## config.mk

```make
export PLATFORM = sky130hd
export DESIGN_NAME = bounded_rgba_over_compositor_top
export DESIGN_NICKNAME = d
export VERILOG_FILES = /design/src/design/brgba_pkg.sv /design/src/design/brgba_classify.sv /design/src/design/brgba_lane.sv /design/src/design/bounded_rgba_over_compositor_top.sv
export SDC_FILE = /design/constraint.sdc
export NUM_CORES = 1
export LEC_CHECK = 0
export ABC_AREA = 1
export BUFFER_PORTS_ARGS = -buffer_cell sky130_fd_sc_hd__buf_2
export CORE_MARGIN = 5
export CORE_UTILIZATION = 45
export CTS_CLUSTER_SIZE = 12
export DETAILED_ROUTE_END_ITERATION = 10
export SKIP_LAST_GASP = 1
export SLEW_MARGIN = 10
export SYNTH_ARGS = -nofsm -noshare
export SYNTH_HDL_FRONTEND = slang
export SYNTH_SLANG_ARGS = --single-unit
```

## constraint.sdc

```tcl
create_clock -name clock -period 6.11 [get_ports clock]
set_clock_uncertainty 0.15 [all_clocks]
set_input_delay 0 -clock clock [delete_from_list [all_inputs] [get_ports clock]]
set_output_delay 0 -clock clock [all_outputs]
set_load 0.005 [all_outputs]
```

## src/design/brgba_pkg.sv

```systemverilog
// Shared types, constants and register codes of the RGBA compositor.
`timescale 1ns / 1ps
package brgba_pkg;

   localparam int COORD_BITS     = 12;
   localparam int CHAN_BITS      = 8;
   localparam int NUM_LANES      = 4;
   localparam int CSR_INDEX_BITS = 4;
   localparam int PROD_BITS      = 2 * CHAN_BITS;

   // Register indexes on the CSR port
   localparam logic [CSR_INDEX_BITS-1:0] REG_A_COL_LO = CSR_INDEX_BITS'(0);
   localparam logic [CSR_INDEX_BITS-1:0] REG_A_COL_HI = CSR_INDEX_BITS'(1);
   localparam logic [CSR_INDEX_BITS-1:0] REG_A_ROW_LO = CSR_INDEX_BITS'(2);
   localparam logic [CSR_INDEX_BITS-1:0] REG_A_ROW_HI = CSR_INDEX_BITS'(3);
   localparam logic [CSR_INDEX_BITS-1:0] REG_B_COL_LO = CSR_INDEX_BITS'(4);
   localparam logic [CSR_INDEX_BITS-1:0] REG_B_COL_HI = CSR_INDEX_BITS'(5);
   localparam logic [CSR_INDEX_BITS-1:0] REG_B_ROW_LO = CSR_INDEX_BITS'(6);
   localparam logic [CSR_INDEX_BITS-1:0] REG_B_ROW_HI = CSR_INDEX_BITS'(7);

   localparam logic [CHAN_BITS-1:0] CHAN_MAX = {CHAN_BITS{1'b1}};

   typedef enum logic [2:0] {
      REGION_UNTOUCHED  = 3'd0,
      REGION_ZEROED     = 3'd1,
      REGION_COPIED_B   = 3'd2,
      REGION_KEPT_A     = 3'd3,
      REGION_COMPOSITED = 3'd4
   } region_type;

   // What the merge stage puts out
   typedef enum logic [1:0] {
      SEL_A,
      SEL_B,
      SEL_ZERO,
      SEL_BLEND
   } sel_type;

   typedef struct packed {
      logic [COORD_BITS-1:0] col_lo;
      logic [COORD_BITS-1:0] col_hi;
      logic [COORD_BITS-1:0] row_lo;
      logic [COORD_BITS-1:0] row_hi;
   } rect_type;

   localparam rect_type RECT_RESET = '{
      col_lo: COORD_BITS'(1),
      col_hi: COORD_BITS'(0),
      row_lo: COORD_BITS'(1),
      row_hi: COORD_BITS'(0)
   };

   // Classifier decision, carried down the pipe
   typedef struct packed {
      region_type region;
      sel_type    sel;
   } class_type;

   typedef logic [NUM_LANES-1:0][CHAN_BITS-1:0] pixel_type;

endpackage

```

## src/design/brgba_classify.sv

```systemverilog
// Position classifier: rectangle tests, region code and output select.
`timescale 1ns / 1ps
module brgba_classify (
   input  brgba_pkg::rect_type                     a_rect,
   input  brgba_pkg::rect_type                     b_rect,
   input  logic                                    action,
   input  logic [brgba_pkg::COORD_BITS-1:0]        col,
   input  logic [brgba_pkg::COORD_BITS-1:0]        row,
   input  logic [brgba_pkg::CHAN_BITS-1:0]         a_alpha,
   input  logic [brgba_pkg::CHAN_BITS-1:0]         b_alpha,
   output brgba_pkg::class_type                    decision
);
   import brgba_pkg::*;

   logic                  a_empty;
   logic                  b_empty;
   logic                  in_a;
   logic                  in_b;
   logic                  in_union;
   logic [COORD_BITS-1:0] u_col_lo;
   logic [COORD_BITS-1:0] u_col_hi;
   logic [COORD_BITS-1:0] u_row_lo;
   logic [COORD_BITS-1:0] u_row_hi;

   // Rectangle membership
   always_comb begin
      a_empty = (a_rect.col_lo > a_rect.col_hi) || (a_rect.row_lo > a_rect.row_hi);
      b_empty = (b_rect.col_lo > b_rect.col_hi) || (b_rect.row_lo > b_rect.row_hi);
      in_a = !a_empty && (col >= a_rect.col_lo) && (col <= a_rect.col_hi) &&
             (row >= a_rect.row_lo) && (row <= a_rect.row_hi);
      in_b = !b_empty && (col >= b_rect.col_lo) && (col <= b_rect.col_hi) &&
             (row >= b_rect.row_lo) && (row <= b_rect.row_hi);
   end

   // Union box of both rectangles
   always_comb begin
      u_col_lo = (a_rect.col_lo < b_rect.col_lo) ? a_rect.col_lo : b_rect.col_lo;
      u_col_hi = (a_rect.col_hi > b_rect.col_hi) ? a_rect.col_hi : b_rect.col_hi;
      u_row_lo = (a_rect.row_lo < b_rect.row_lo) ? a_rect.row_lo : b_rect.row_lo;
      u_row_hi = (a_rect.row_hi > b_rect.row_hi) ? a_rect.row_hi : b_rect.row_hi;
      in_union = (col >= u_col_lo) && (col <= u_col_hi) &&
                 (row >= u_row_lo) && (row <= u_row_hi);
   end

   // Region and select
   always_comb begin
      decision.region = REGION_UNTOUCHED;
      decision.sel    = SEL_A;
      if (a_empty) begin
         if (in_b) begin
            decision.region = REGION_COPIED_B;
            decision.sel    = SEL_B;
         end
      end else if (b_empty) begin
         if (in_a) begin
            decision.region = REGION_KEPT_A;
         end
      end else if (in_a && in_b) begin
         decision.region = REGION_COMPOSITED;
         // a transparent front passes the back pixel
         if (!action) begin
            decision.sel = (a_alpha == '0) ? SEL_B : SEL_BLEND;
         end else begin
            decision.sel = (b_alpha == '0) ? SEL_A : SEL_BLEND;
         end
      end else if (in_b) begin
         decision.region = REGION_COPIED_B;
         decision.sel    = SEL_B;
      end else if (in_a) begin
         decision.region = REGION_KEPT_A;
      end else if (in_union) begin
         decision.region = REGION_ZEROED;
         decision.sel    = SEL_ZERO;
      end
   end

endmodule

```

## src/design/brgba_lane.sv

```systemverilog
// One channel lane: front + floor(back*(255-alpha)/255), saturated.
`timescale 1ns / 1ps
module brgba_lane (
   input  logic                               clock,
   input  logic                               load,
   input  logic [brgba_pkg::CHAN_BITS-1:0]    front,
   input  logic [brgba_pkg::CHAN_BITS-1:0]    back,
   input  logic [brgba_pkg::CHAN_BITS-1:0]    alpha,
   output logic [brgba_pkg::CHAN_BITS-1:0]    blended
);
   import brgba_pkg::*;

   logic [PROD_BITS-1:0] prod_in;
   logic [PROD_BITS-1:0] prod_ff;
   logic [CHAN_BITS-1:0] front_ff;
   logic [PROD_BITS-1:0] bias;
   logic [PROD_BITS-1:0] quot_sum;
   logic [CHAN_BITS:0]   total;

   // Multiply back by the inverse alpha
   assign prod_in = back * (CHAN_MAX - alpha);

   // Hold product and front for the second stage
   always_ff @(posedge clock) begin
      if (load) begin
         prod_ff  <= prod_in;
         front_ff <= front;
      end
   end

   // Divide by 255: (x + 1 + (x >> 8)) >> 8 is exact for x up to 255*255
   always_comb begin
      bias     = prod_ff >> CHAN_BITS;
      quot_sum = prod_ff + bias + PROD_BITS'(1);
      total    = {1'b0, front_ff} + {1'b0, quot_sum[PROD_BITS-1:CHAN_BITS]};
      blended  = total[CHAN_BITS] ? CHAN_MAX : total[CHAN_BITS-1:0];
   end

endmodule

```

## src/design/bounded_rgba_over_compositor_top.sv

```systemverilog
// Top level of the bounded premultiplied RGBA over compositor.
//
//   channel  | handshake            | beat contents
//   ---------+----------------------+---------------------------------------
//   req      | start / busy         | action, col, row, A and B RGBA pixels
//   rsp      | rsp_valid (strobe)   | out RGBA pixel, region code
//   csr      | csr_valid/csr_ready  | csr_index, csr_data (bound register)
//
// One pixel enters every cycle; busy stays low. Each result passes the lane
// multiplier register, then the divide-by-255, merge and output register,
// before it shows on the ports. Reset clears the bound registers to empty
// rectangles and the pipeline valids. The receiver cannot stall; each
// result shows for one cycle. csr_ready is always high.
`timescale 1ns / 1ps
module bounded_rgba_over_compositor_top (
   input  logic                                    clock,
   input  logic                                    reset,
   // request
   input  logic                                    start,
   output logic                                    busy,
   input  logic                                    req_action,
   input  logic [brgba_pkg::COORD_BITS-1:0]        req_col,
   input  logic [brgba_pkg::COORD_BITS-1:0]        req_row,
   input  logic [brgba_pkg::CHAN_BITS-1:0]         req_a_red,
   input  logic [brgba_pkg::CHAN_BITS-1:0]         req_a_green,
   input  logic [brgba_pkg::CHAN_BITS-1:0]         req_a_blue,
   input  logic [brgba_pkg::CHAN_BITS-1:0]         req_a_alpha,
   input  logic [brgba_pkg::CHAN_BITS-1:0]         req_b_red,
   input  logic [brgba_pkg::CHAN_BITS-1:0]         req_b_green,
   input  logic [brgba_pkg::CHAN_BITS-1:0]         req_b_blue,
   input  logic [brgba_pkg::CHAN_BITS-1:0]         req_b_alpha,
   // response
   output logic                                    rsp_valid,
   output logic [brgba_pkg::CHAN_BITS-1:0]         rsp_out_red,
   output logic [brgba_pkg::CHAN_BITS-1:0]         rsp_out_green,
   output logic [brgba_pkg::CHAN_BITS-1:0]         rsp_out_blue,
   output logic [brgba_pkg::CHAN_BITS-1:0]         rsp_out_alpha,
   output logic [2:0]                              rsp_region,
   // configuration
   input  logic                                    csr_valid,
   output logic                                    csr_ready,
   input  logic [brgba_pkg::CSR_INDEX_BITS-1:0]    csr_index,
   input  logic [brgba_pkg::COORD_BITS-1:0]        csr_data
);
   import brgba_pkg::*;

   rect_type  a_rect_ff;
   rect_type  a_rect_in;
   rect_type  b_rect_ff;
   rect_type  b_rect_in;
   logic      accept;
   pixel_type a_pix;
   pixel_type b_pix;
   pixel_type front_pix;
   pixel_type back_pix;
   pixel_type blend_pix;
   pixel_type a_pix_ff;
   pixel_type b_pix_ff;
   pixel_type out_pix_in;
   pixel_type out_pix_ff;
   logic [CHAN_BITS-1:0] front_alpha;
   class_type decision;
   class_type s1_class_ff;
   logic      s1_valid_ff;
   logic      rsp_valid_ff;
   region_type region_ff;

   assign busy      = 1'b0;
   assign csr_ready = 1'b1;
   assign accept    = start && !busy;

   // Decode CSR writes into the bound registers
   always_comb begin
      a_rect_in = a_rect_ff;
      b_rect_in = b_rect_ff;
      if (csr_valid && csr_ready) begin
         unique case (csr_index)
            REG_A_COL_LO: a_rect_in.col_lo = csr_data;
            REG_A_COL_HI: a_rect_in.col_hi = csr_data;
            REG_A_ROW_LO: a_rect_in.row_lo = csr_data;
            REG_A_ROW_HI: a_rect_in.row_hi = csr_data;
            REG_B_COL_LO: b_rect_in.col_lo = csr_data;
            REG_B_COL_HI: b_rect_in.col_hi = csr_data;
            REG_B_ROW_LO: b_rect_in.row_lo = csr_data;
            REG_B_ROW_HI: b_rect_in.row_hi = csr_data;
            default: ;
         endcase
      end
   end

   always_ff @(posedge clock) begin
      if (reset) begin
         a_rect_ff <= RECT_RESET;
         b_rect_ff <= RECT_RESET;
      end else begin
         a_rect_ff <= a_rect_in;
         b_rect_ff <= b_rect_in;
      end
   end

   // Gather the pixels, channel 0 red through channel 3 alpha
   assign a_pix = {req_a_alpha, req_a_blue, req_a_green, req_a_red};
   assign b_pix = {req_b_alpha, req_b_blue, req_b_green, req_b_red};

   brgba_classify u_classify (
      .a_rect   (a_rect_ff),
      .b_rect   (b_rect_ff),
      .action   (req_action),
      .col      (req_col),
      .row      (req_row),
      .a_alpha  (req_a_alpha),
      .b_alpha  (req_b_alpha),
      .decision (decision)
   );

   // Pick front and back for the blend
   assign front_pix   = req_action ? b_pix : a_pix;
   assign back_pix    = req_action ? a_pix : b_pix;
   assign front_alpha = req_action ? req_b_alpha : req_a_alpha;

   for (genvar lane = 0; lane < NUM_LANES; lane++) begin : g_lane
      brgba_lane u_lane (
         .clock   (clock),
         .load    (accept),
         .front   (front_pix[lane]),
         .back    (back_pix[lane]),
         .alpha   (front_alpha),
         .blended (blend_pix[lane])
      );
   end

   // Stage one: hold the decision and the raw pixels next to the lanes
   always_ff @(posedge clock) begin
      if (accept) begin
         s1_class_ff <= decision;
         a_pix_ff    <= a_pix;
         b_pix_ff    <= b_pix;
      end
   end

   always_ff @(posedge clock) begin
      if (reset) begin
         s1_valid_ff  <= 1'b0;
         rsp_valid_ff <= 1'b0;
      end else begin
         s1_valid_ff  <= accept;
         rsp_valid_ff <= s1_valid_ff;
      end
   end

   // Merge the lanes with the pass-through cases
   always_comb begin
      case (s1_class_ff.sel)
         SEL_B:     out_pix_in = b_pix_ff;
         SEL_ZERO:  out_pix_in = '0;
         SEL_BLEND: out_pix_in = blend_pix;
         default:   out_pix_in = a_pix_ff;
      endcase
   end

   // Stage two: output register
   always_ff @(posedge clock) begin
      if (s1_valid_ff) begin
         out_pix_ff <= out_pix_in;
         region_ff  <= s1_class_ff.region;
      end
   end

   assign rsp_valid     = rsp_valid_ff;
   assign rsp_out_red   = out_pix_ff[0];
   assign rsp_out_green = out_pix_ff[1];
   assign rsp_out_blue  = out_pix_ff[2];
   assign rsp_out_alpha = out_pix_ff[3];
   assign rsp_region    = region_ff;

endmodule

```

; Word level (Yosys, flattened, before mapping)
; Cells that the tools add are included.
[totals]
reg_bits = 298
inputBits = 109
out_inout_bits = 38
wordCells = 132
[classes]
addsub = 13
multipliers = 4
magnitude_cmp = 20
eq_ne = 10
mux = 25
reduce_logical = 27
[op_table]
columns = cell, n
row1 = $pmux W32 S3, 1
row2 = $ge A12 B12 Y1, 6
row3 = $gt A12 B12 Y1, 6
row4 = $le A12 B12 Y1, 6
row5 = $add A16 B1 Y16 const B, 4
row6 = $add A16 B8 Y16, 4
row7 = $mul A8 B16 Y16, 4
row8 = $mux W32, 2
row9 = $mux W12, 4
row10 = $mux W8, 5
row11 = $add A8 B8 Y9, 4
row12 = $lt A12 B12 Y1, 2
row13 = $eq A4 B3 Y1 const B, 4
row14 = $logic_not A8 Y1, 2
row15 = $reduce_and A2 Y1, 8
row16 = $mux W5, 3
row17 = $logic_and A1 B1 Y1, 12
row18 = $mux W2, 6
row19 = $mux W3, 3
row20 = $sub A8 B8 Y9 const A, 1
row21 = $eq A4 B2 Y1 const B, 2
row22 = $eq A2 B2 Y1 const B, 2
row23 = $eq A4 B1 Y1 const B, 1
row24 = $logic_not A4 Y1, 1
row25 = other kinds (4), 6

; Longest topological paths before layout
; Gate-level depths: netlist (run 1).
[logic_depth]
ltp_word = 12
ltp_mapped = 25
ltp_nobuf = 24

; Cells and area by module
; From an unflattened synthesis (run 1), not the netlist that was laid out.
[hier_totals]
cells_unflattened = 4178
area_unflattened_um2 = 30538.0
[by_module_without_submodules]
columns = module, instances, cells_each, area_each_um2, seq_area_each_um2
row1 = bounded_rgba_over_compositor_top, 1, 996, 8371.8, 5084.9
row2 = brgba_classify, 1, 1069, 6718.9, 0.0
row3 = brgba_lane (g_lane[2].u_lane), 1, 527, 3880.0, 720.7
row4 = brgba_lane (g_lane[1].u_lane), 1, 527, 3863.7, 720.7
row5 = brgba_lane (g_lane[0].u_lane), 1, 533, 3862.5, 720.7
row6 = brgba_lane (g_lane[3].u_lane), 1, 526, 3841.2, 720.7

; Worst setup path before layout (run 1)
; OpenSTA, ideal clock, no wires.
[synth_path]
path_kind = input to register
startpoint = input req_action
endpoint = register g_lane[0].u_lane.prod_ff[15], data pin
setup_ps = 261
arrival_ps = 4087
slack_ps = 1612
cell_stages = 21
path_cell_list = buf_2 buf_4 o21ai_2 buf_2 nand2_1 fa_1 fa_1 inv_1 fa_1 inv_1 fa_1 inv_1 ha_1 nand2_1 nor3_1 nand3_1 nand3_1 a21oi_1 nor2_1 nor2_1 xor2_1
[synth_via]
elab_chain_cells = 3
word_cells_on_any_way = 4
[synth_rtl]
columns = item, line_no
row1 = from (decl), bounded_rgba_over_compositor_top.sv:21  ; input logic req_action,
row2 = $mux W8, bounded_rgba_over_compositor_top.sv:119  ; assign front_alpha = req_action ? req_b_alpha : req_a_alpha;
row3 = $sub A8 B8 Y9, brgba_lane.sv:21  ; assign prod_in = back * (CHAN_MAX - alpha);
row4 = $mul A8 B16 Y16 *, brgba_lane.sv:21
row5 = via g_lane[0].u_lane.prod_in[15], brgba_lane.sv:13  ; logic [PROD_BITS-1:0] prod_in;
row6 = to (signal assigned), brgba_lane.sv:26  ; prod_ff <= prod_in;
row7 = to (decl), brgba_lane.sv:14  ; logic [PROD_BITS-1:0] prod_ff;
; The timed path passes the listed nets; every way through them passes the cells marked *.
; A chain may end at the register's enable or synchronous reset.

; Worst setup path after layout (run 1)
[layout_path]
startpoint = input req_action
endpoint = register g_lane[1].u_lane.prod_ff[13], data pin
[layout_via]
elab_chain_cells = 3
word_cells_on_any_way = 4
[layout_rtl]
columns = item, line_no
row1 = $mux W8, bounded_rgba_over_compositor_top.sv:119
row2 = $sub A8 B8 Y9, brgba_lane.sv:21
row3 = $mul A8 B16 Y16 *, brgba_lane.sv:21
row4 = via g_lane[1].u_lane.prod_in[13], brgba_lane.sv:13
row5 = to (signal assigned), brgba_lane.sv:26
row6 = to (decl), brgba_lane.sv:14
; Marked as above.

==> metrics.yaml, run 1 <==
cts_root_buf: "clkbuf_16"
postSynthCellCount: 3404
ys_seq_area_share_pct: 28.7
final_util_pct: 51.3
finalHoldViolCount: 0
slew_headroom_pct: 22.2
wl_per_cell_um: 16.7
peakVddDrop_mv: 0.254
synthXorXnorAreaFrac_pct: 2.46
p_clk_share_pct: 20.6
vias_per_cell: 5.19
synth-simple-area-share_pct: 17.4
fin_setup_tns_ns: 0
p_switching_uw: 4770
stdcell_count: 4434
r2r_start: "g_lane[3].u_lane.prod_ff[14]$_DFFE_PP_"
cp-endpoint: "g_lane[1].u_lane.prod_ff[13]$_DFFE_PP_"
ys.flop_type: "edfxtp_1"
grt_max_degree: 102
cp_slowest_stage_delay_ns: 0.54
crit_arrival_ns: 5.63
r2r_setup_slack_ns: 1.93
cp_top_family: "adder cells"
hp-class: "input port to register"
path_max_fanout: 67
cp-startpoint: "req_action"
ys_warn_count: 0
rsz0062_at_grt: "no"
post-cts-setup-buffers: 0
cp_cell_sequence: "dlygate4sd3_1, buf_4, buf_4, o21ai_0, inv_1, nand2_1, fa_1, inv_1, fa_1, fa_1, fa_1, ha_1, nand2_1, o21ai_0, nor2_1, o21ai_0, a31oi_1, xor2_1"
worst_setup_path_end_kind: "register"
ctsHtreeMaxLevel: 2
cts_tree: "yes"
netlist_area_um2: 27800
cellPowerDensity_nw_per_um2: 353
yosys.area_share.adder_pct: 30.6
period_share_pct: 90.0
rows: 91
num_vias: 23000
first_pass_iters: 5
slew_viol_final: 0
synth_cell_types: 50
grt.overflow.total: 0
antenna_found_initial: 0
die_h_um: 258
r2r-end: "rsp_out_alpha[7]$_DFFE_PP_"
grt_pass1_wl_um: 119000
synth_compound_area_share_pct: 12.3
synth-edff-count: 200
coreArea_um2: 61400
startpoint_type: "input port"
dp.cells: 4275
synth.avg_cell_area_um2: 8.16
grt_pass1_vias: 22400
syn_nets: 4104
dieArea_um2: 66800
synth_top_family_by_area: "adder cells"
gp_congestion: 0.870
crit_type: "input port to register"
drt-initial-drc-count: 1470
syn_to_final_growth_pct: 13.3
initial_core_util_pct: 45.2
synth.area.mux_share_pct: 0
crit_cells: 18
async_reset_ff_share_pct: 0
drive_gt1_share_pct: 7.05
reg2reg_depth: 15
cellInternalPower_uw: 6340
grt_usage_pct: 22.1
fmax_ghz: 0.182
switching_share_pct: 43.0
seqPwrFrac_pct: 25.7
max_cap_violations: 0
dpl.hpwl_um: 57900
cts_made_buffers: 38
remaining_drc_errors: 0
tightest_slew_ns: 1.16
status: "complete, no violations"
crit_top_cell: "fa_1"
die_x_um: 258
clock-sinks: 298
p_leak_uw: 0.0153
clk_path_buf_depth: 3
cp_num_buf_inv: 5
p_comb_share_pct: 53.8
period_needed_ns: 5.50
setup_viol: 0
io_buffers: 144
ys_seq_elements: 298
fin_nets: 4316
insertion_delay_ns: 0.56
wirelength_um: 74100
critPathSlowestCell: "dlygate4sd3_1"
worstPathRequired_ns: 6.25
clk_pin_slew_ns: 0.05
top_level_ports: 147
ant_nets: 0
==> per-layer routing <==
layer / track usage (%) / up-vias / part of all wire, %
met5: 0 / - / 0
met4: 4.56 / 0 / 1.8
met3: 3.04 / 82 / 5.3
met2: 35.7 / 499 / 45
met1: 31.9 / 10800 / 48
li1: - / 11700 / -
==> power by group through the flow <==
| stage | clock, uW | combinational (uW) | sequential [uW] |
|---|---|---|---|
| finish | 2290 | 5980 | 2850 |
| global route | 2420 | 6940 | 2880 |
| CTS | 2350 | 6010 | 2850 |
| detailed placement | 0 | 5910 | 2890 |
| global placement | 0 | 5890 | 2890 |
| floorplan | 0 | 4530 | 2810 |
==> through the flow <==
| step | hold WS (ns) | area, um2 | setup WS [ns] | power [uW] |
|---|---|---|---|---|
| after global placement | 0.0432 | 29300 | 0.745 | 8770 |
| final | 0.0373 | 31500 | 0.614 | 11100 |
| after floorplan | -0.0788 | 27800 | 1.61 | 7340 |
| after CTS | 0.000504 | 31500 | 0.675 | 11200 |
| after detailed placement | 0.0456 | 29300 | 0.642 | 8790 |
| after global routing | 0.0117 | 31500 | 0.149 | 12200 |
==> cell usage after synthesis (11+ instances only) <==
library cell,number,area (um2)
o21ai_1,32,160
a21oi_1,272,1360
xnor2_1,25,219
xor2_1,53,464
nand4_1,40,250
o21bai_1,11,82.6
nand2_1,715,2680
nor3_1,20,100
fa_1,148,2960
a21o_1,13,97.6
o21ai_0,234,1170
nand3_1,107,536
ha_1,443,5540
edfxtp_1,200,6010
o211ai_1,15,113
nor2_1,276,1040
dfxtp_1,98,1960
clkbuf_1,45,169
buf_2,28,140
inv_1,538,2020
==> placed cells by master, fill, tap and decap left out, types with 15 or more instances in the layout <==
cell and n:
nand2_1 715, inv_1 537, ha_1 443, nor2_1 274
a21oi_1 272, o21ai_0 232, edfxtp_1 200, fa_1 148
buf_2 142, nand3_1 107, dfxtp_1 97, dlygate4sd3_1 91
xor2_1 53, nand4_1 40, clkbuf_16 39, o21ai_1 32
xnor2_1 25, nor3_1 20, buf_4 17, o211ai_1 15
==> state kept, by name, indices dropped and copies added (netlist names) <==
name and count:
rsp_valid 1, g_lane.u_lane.prod_ff 64, a_rect_ff 48, rsp_out_alpha 8
rsp_region 3, s1_valid_ff 1, rsp_out_green 8, a_pix_ff 32
s1_class_ff 5, g_lane.u_lane.front_ff 32, b_pix_ff 32, rsp_out_blue 8
rsp_out_red 8, b_rect_ff 48
==> cells by family (layout without fill, tap and decap cells) <==
| group | Yosys count | count (layout) |
|---|---|---|
| AND/OR/NAND/NOR | 1188 | 1188 |
| AO/OA/AOI/OAI | 628 | 628 |
| buffers and inverters | 619 | 858 |
| adder cells (fa/ha/maj) | 591 | 591 |
| flip-flops | 298 | 298 |
| XOR/XNOR | 78 | 78 |
| other | 2 | 3 |
==> repair_timing <==
action / CTS / global route
endpoints found under the hold margin: 293 / 0
hold buffers: 91 / 0
gates resized for setup: 0 / 0
==> final cells by class <==
| cell class | instances | area [um2] |
|---|---|---|
| Inverter | 540 | 2030 |
| Fill cell | 5875 | 29900 |
| Antenna cell | 1 | 2.50 |
| Clock inverter | 18 | 223 |
| Tap cell | 790 | 988 |
| Sequential cell | 298 | 7970 |
| Multi-Input combinational cell | 2487 | 17500 |
| Timing Repair Buffer | 251 | 1760 |
| Clock buffer | 49 | 1030 |
==> how the worst min path moves through the flow <==
stage | cells past startpoint | slack [ns] | endpoint | start
detailed placement | 1 | 0.05 | a_pix_ff[19]$_DFFE_PP_ | req_a_blue[3]
global route | 2 | 0.01 | a_pix_ff[12]$_DFFE_PP_ | req_a_green[4]
CTS | 2 | 0.0005 | a_pix_ff[12]$_DFFE_PP_ | req_a_green[4]
finish | 2 | 0.04 | a_pix_ff[12]$_DFFE_PP_ | req_a_green[4]
global placement | 1 | 0.04 | a_pix_ff[20]$_DFFE_PP_ | req_a_blue[4]
floorplan | 1 | -0.08 | s1_valid_ff$_SDFF_PP0_ | reset
Power figures use the tool's default switching activity.
==> run 2, diff against run 1 <==
GPL_TIMING_DRIVEN = 0   (was default)
==> metrics.yaml, run 2 (synthesized netlist as in run 1, its figures left out) <==
status: "complete, no violations"
largest_reg_flops: 64
top_regs: "g_lane.u_lane.prod_ff x64, a_rect_ff x48, b_rect_ff x48"
peakVddDrop_mv: 0.216
p_leak_uw: 0.0153
layout_commonest_cell: "nand2_1"
syn_to_final_growth_pct: 13.9
grt_usage_pct: 23.7
fill_cells: 5877
worstPathRequired_ns: 6.26
vias_per_cell: 5.23
clk_pin_slew_ns: 0.06
path_max_fanout: 10
cts_root_buf: "clkbuf_16"
cp_num_buf_inv: 6
clk_path_buf_depth: 3
ant_nets: 0
fin_nets: 4382
worst_setup_path_end_kind: "register"
num_vias: 23500
fin_setup_tns_ns: 0
regMostFlops: "g_lane.u_lane.prod_ff"
hold_ws_ns: 0.0197
antenna_found_initial: 5
coreArea_um2: 61400
grt_max_degree: 88
startpoint_type: "input port"
seqCellArea_um2: 7970
period_needed_ns: 5.76
rsz0062_at_grt: "no"
max_cap_violations: 0
period_share_pct: 94.3
insertion_delay_ns: 0.57
hp-class: "input port to register"
slew_headroom_pct: 22.4
slew_viol_final: 0
gp_congestion: 0.880
post-cts-setup-buffers: 0
crit_top_cell: "fa_1"
layout_common_cells: "nand2_1 (715), inv_1 (538), ha_1 (443), nor2_1 (276), a21oi_1 (272)"
wl_per_cell_um: 17.7
first_pass_iters: 5
finalHoldViolCount: 0
cp_top_family: "adder cells"
grt.overflow.total: 0
critPathSlowestCell: "o21ai_0"
rows: 91
fmax_ghz: 0.174
top_level_ports: 147
dpl.hpwl_um: 63800
die_h_um: 258
multiInputGateArea_um2: 17400
cp_cell_sequence: "dlygate4sd3_1, buf_2, buf_2, buf_2, o21ai_0, inv_1, nand2_1, fa_1, fa_1, inv_1, fa_1, fa_1, ha_1, nand2_1, o21ai_0, nor2_1, o21ai_0, a31oi_1, xor2_1"
clock-sinks: 298
grt_pass1_wl_um: 125000
cts_tree: "yes"
cts_made_buffers: 37
cellPowerDensity_nw_per_um2: 348
dieArea_um2: 66800
drive_gt1_share_pct: 7.14
cp_slowest_stage_delay_ns: 0.77
ctsHtreeMaxLevel: 2
initial_core_util_pct: 45.2
grt_pass1_vias: 22900
wirelength_um: 79700
drt-initial-drc-count: 1444
die_x_um: 258
crit_type: "input port to register"
crit_arrival_ns: 5.91
final_util_pct: 51.5
setup_viol: 0
tightest_slew_ns: 1.16
io_buffers: 143
remaining_drc_errors: 0
run 2: final timing paths:
| kind | start | to | slack [ns] | cells after the start |
|---|---|---|---|---|
| setup / recovery | req_action | g_lane[1].u_lane.prod_ff[13]$_DFFE_PP_ | 0.35 | 19 |
| setup reg to reg | g_lane[1].u_lane.prod_ff[9]$_DFFE_PP_ | rsp_out_green[2]$_DFFE_PP_ | 1.97 | 15 |
| hold reg to reg | s1_class_ff[4]$_SDFFCE_PP0P_ | rsp_region[2]$_DFFE_PP_ | 0.27 | 0 |
| hold / removal | req_a_blue[3] | a_pix_ff[19]$_DFFE_PP_ | 0.02 | 2 |
run 2: per-layer routing:
| metal | GRT usage, % | up-vias | routed length (um) |
|---|---|---|---|
| met5 | 0.877 | - | 50 |
| met4 | 7.20 | 4 | 2640 |
| met3 | 5.47 | 125 | 5900 |
| met2 | 37.1 | 627 | 34900 |
| met1 | 32.8 | 11000 | 36300 |
| li1 | - | 11800 | - |
run 2: what timing repair did:
| action | 4_1_cts | 5_1_grt |
|---|---|---|
| gates resized for setup | 0 | 0 |
| hold buffers | 94 | 0 |
| hold endpoints to repair | 273 | 0 |
run 2: metrics by stage:
stage / power [uW] / std cells / worst slack [ns] / instance area (um2)
after global routing: 12100 / 4500 / 0.0529 / 31600
final: 11000 / 4501 / 0.350 / 31600
after CTS: 11100 / 4499 / 0.468 / 31600
after global placement: 8810 / 4337 / 0.477 / 29500
after floorplan: 7340 / 3404 / 1.61 / 27800
after detailed placement: 8820 / 4339 / 0.466 / 29500
run 2: area by class of cell:
cell class | instances | share of cell area (%)
sequential | 298 | 25.2
multi-input combinational | 2487 | 55.1
clock buffer | 42 | 2.99
timing repair buffer | 239 | 5.42
buffer | 79 | 1.09
tap | 790 | 3.13
inverter | 540 | 6.41
antenna | 2 | 0.0158
clock inverter | 24 | 0.653
run 2: power breakdown:
| part | internal (uW) | switching [uW] |
|---|---|---|
| sequential | 2640 | 204 |
| combinational | 2340 | 3710 |
| clock | 1210 | 920 |
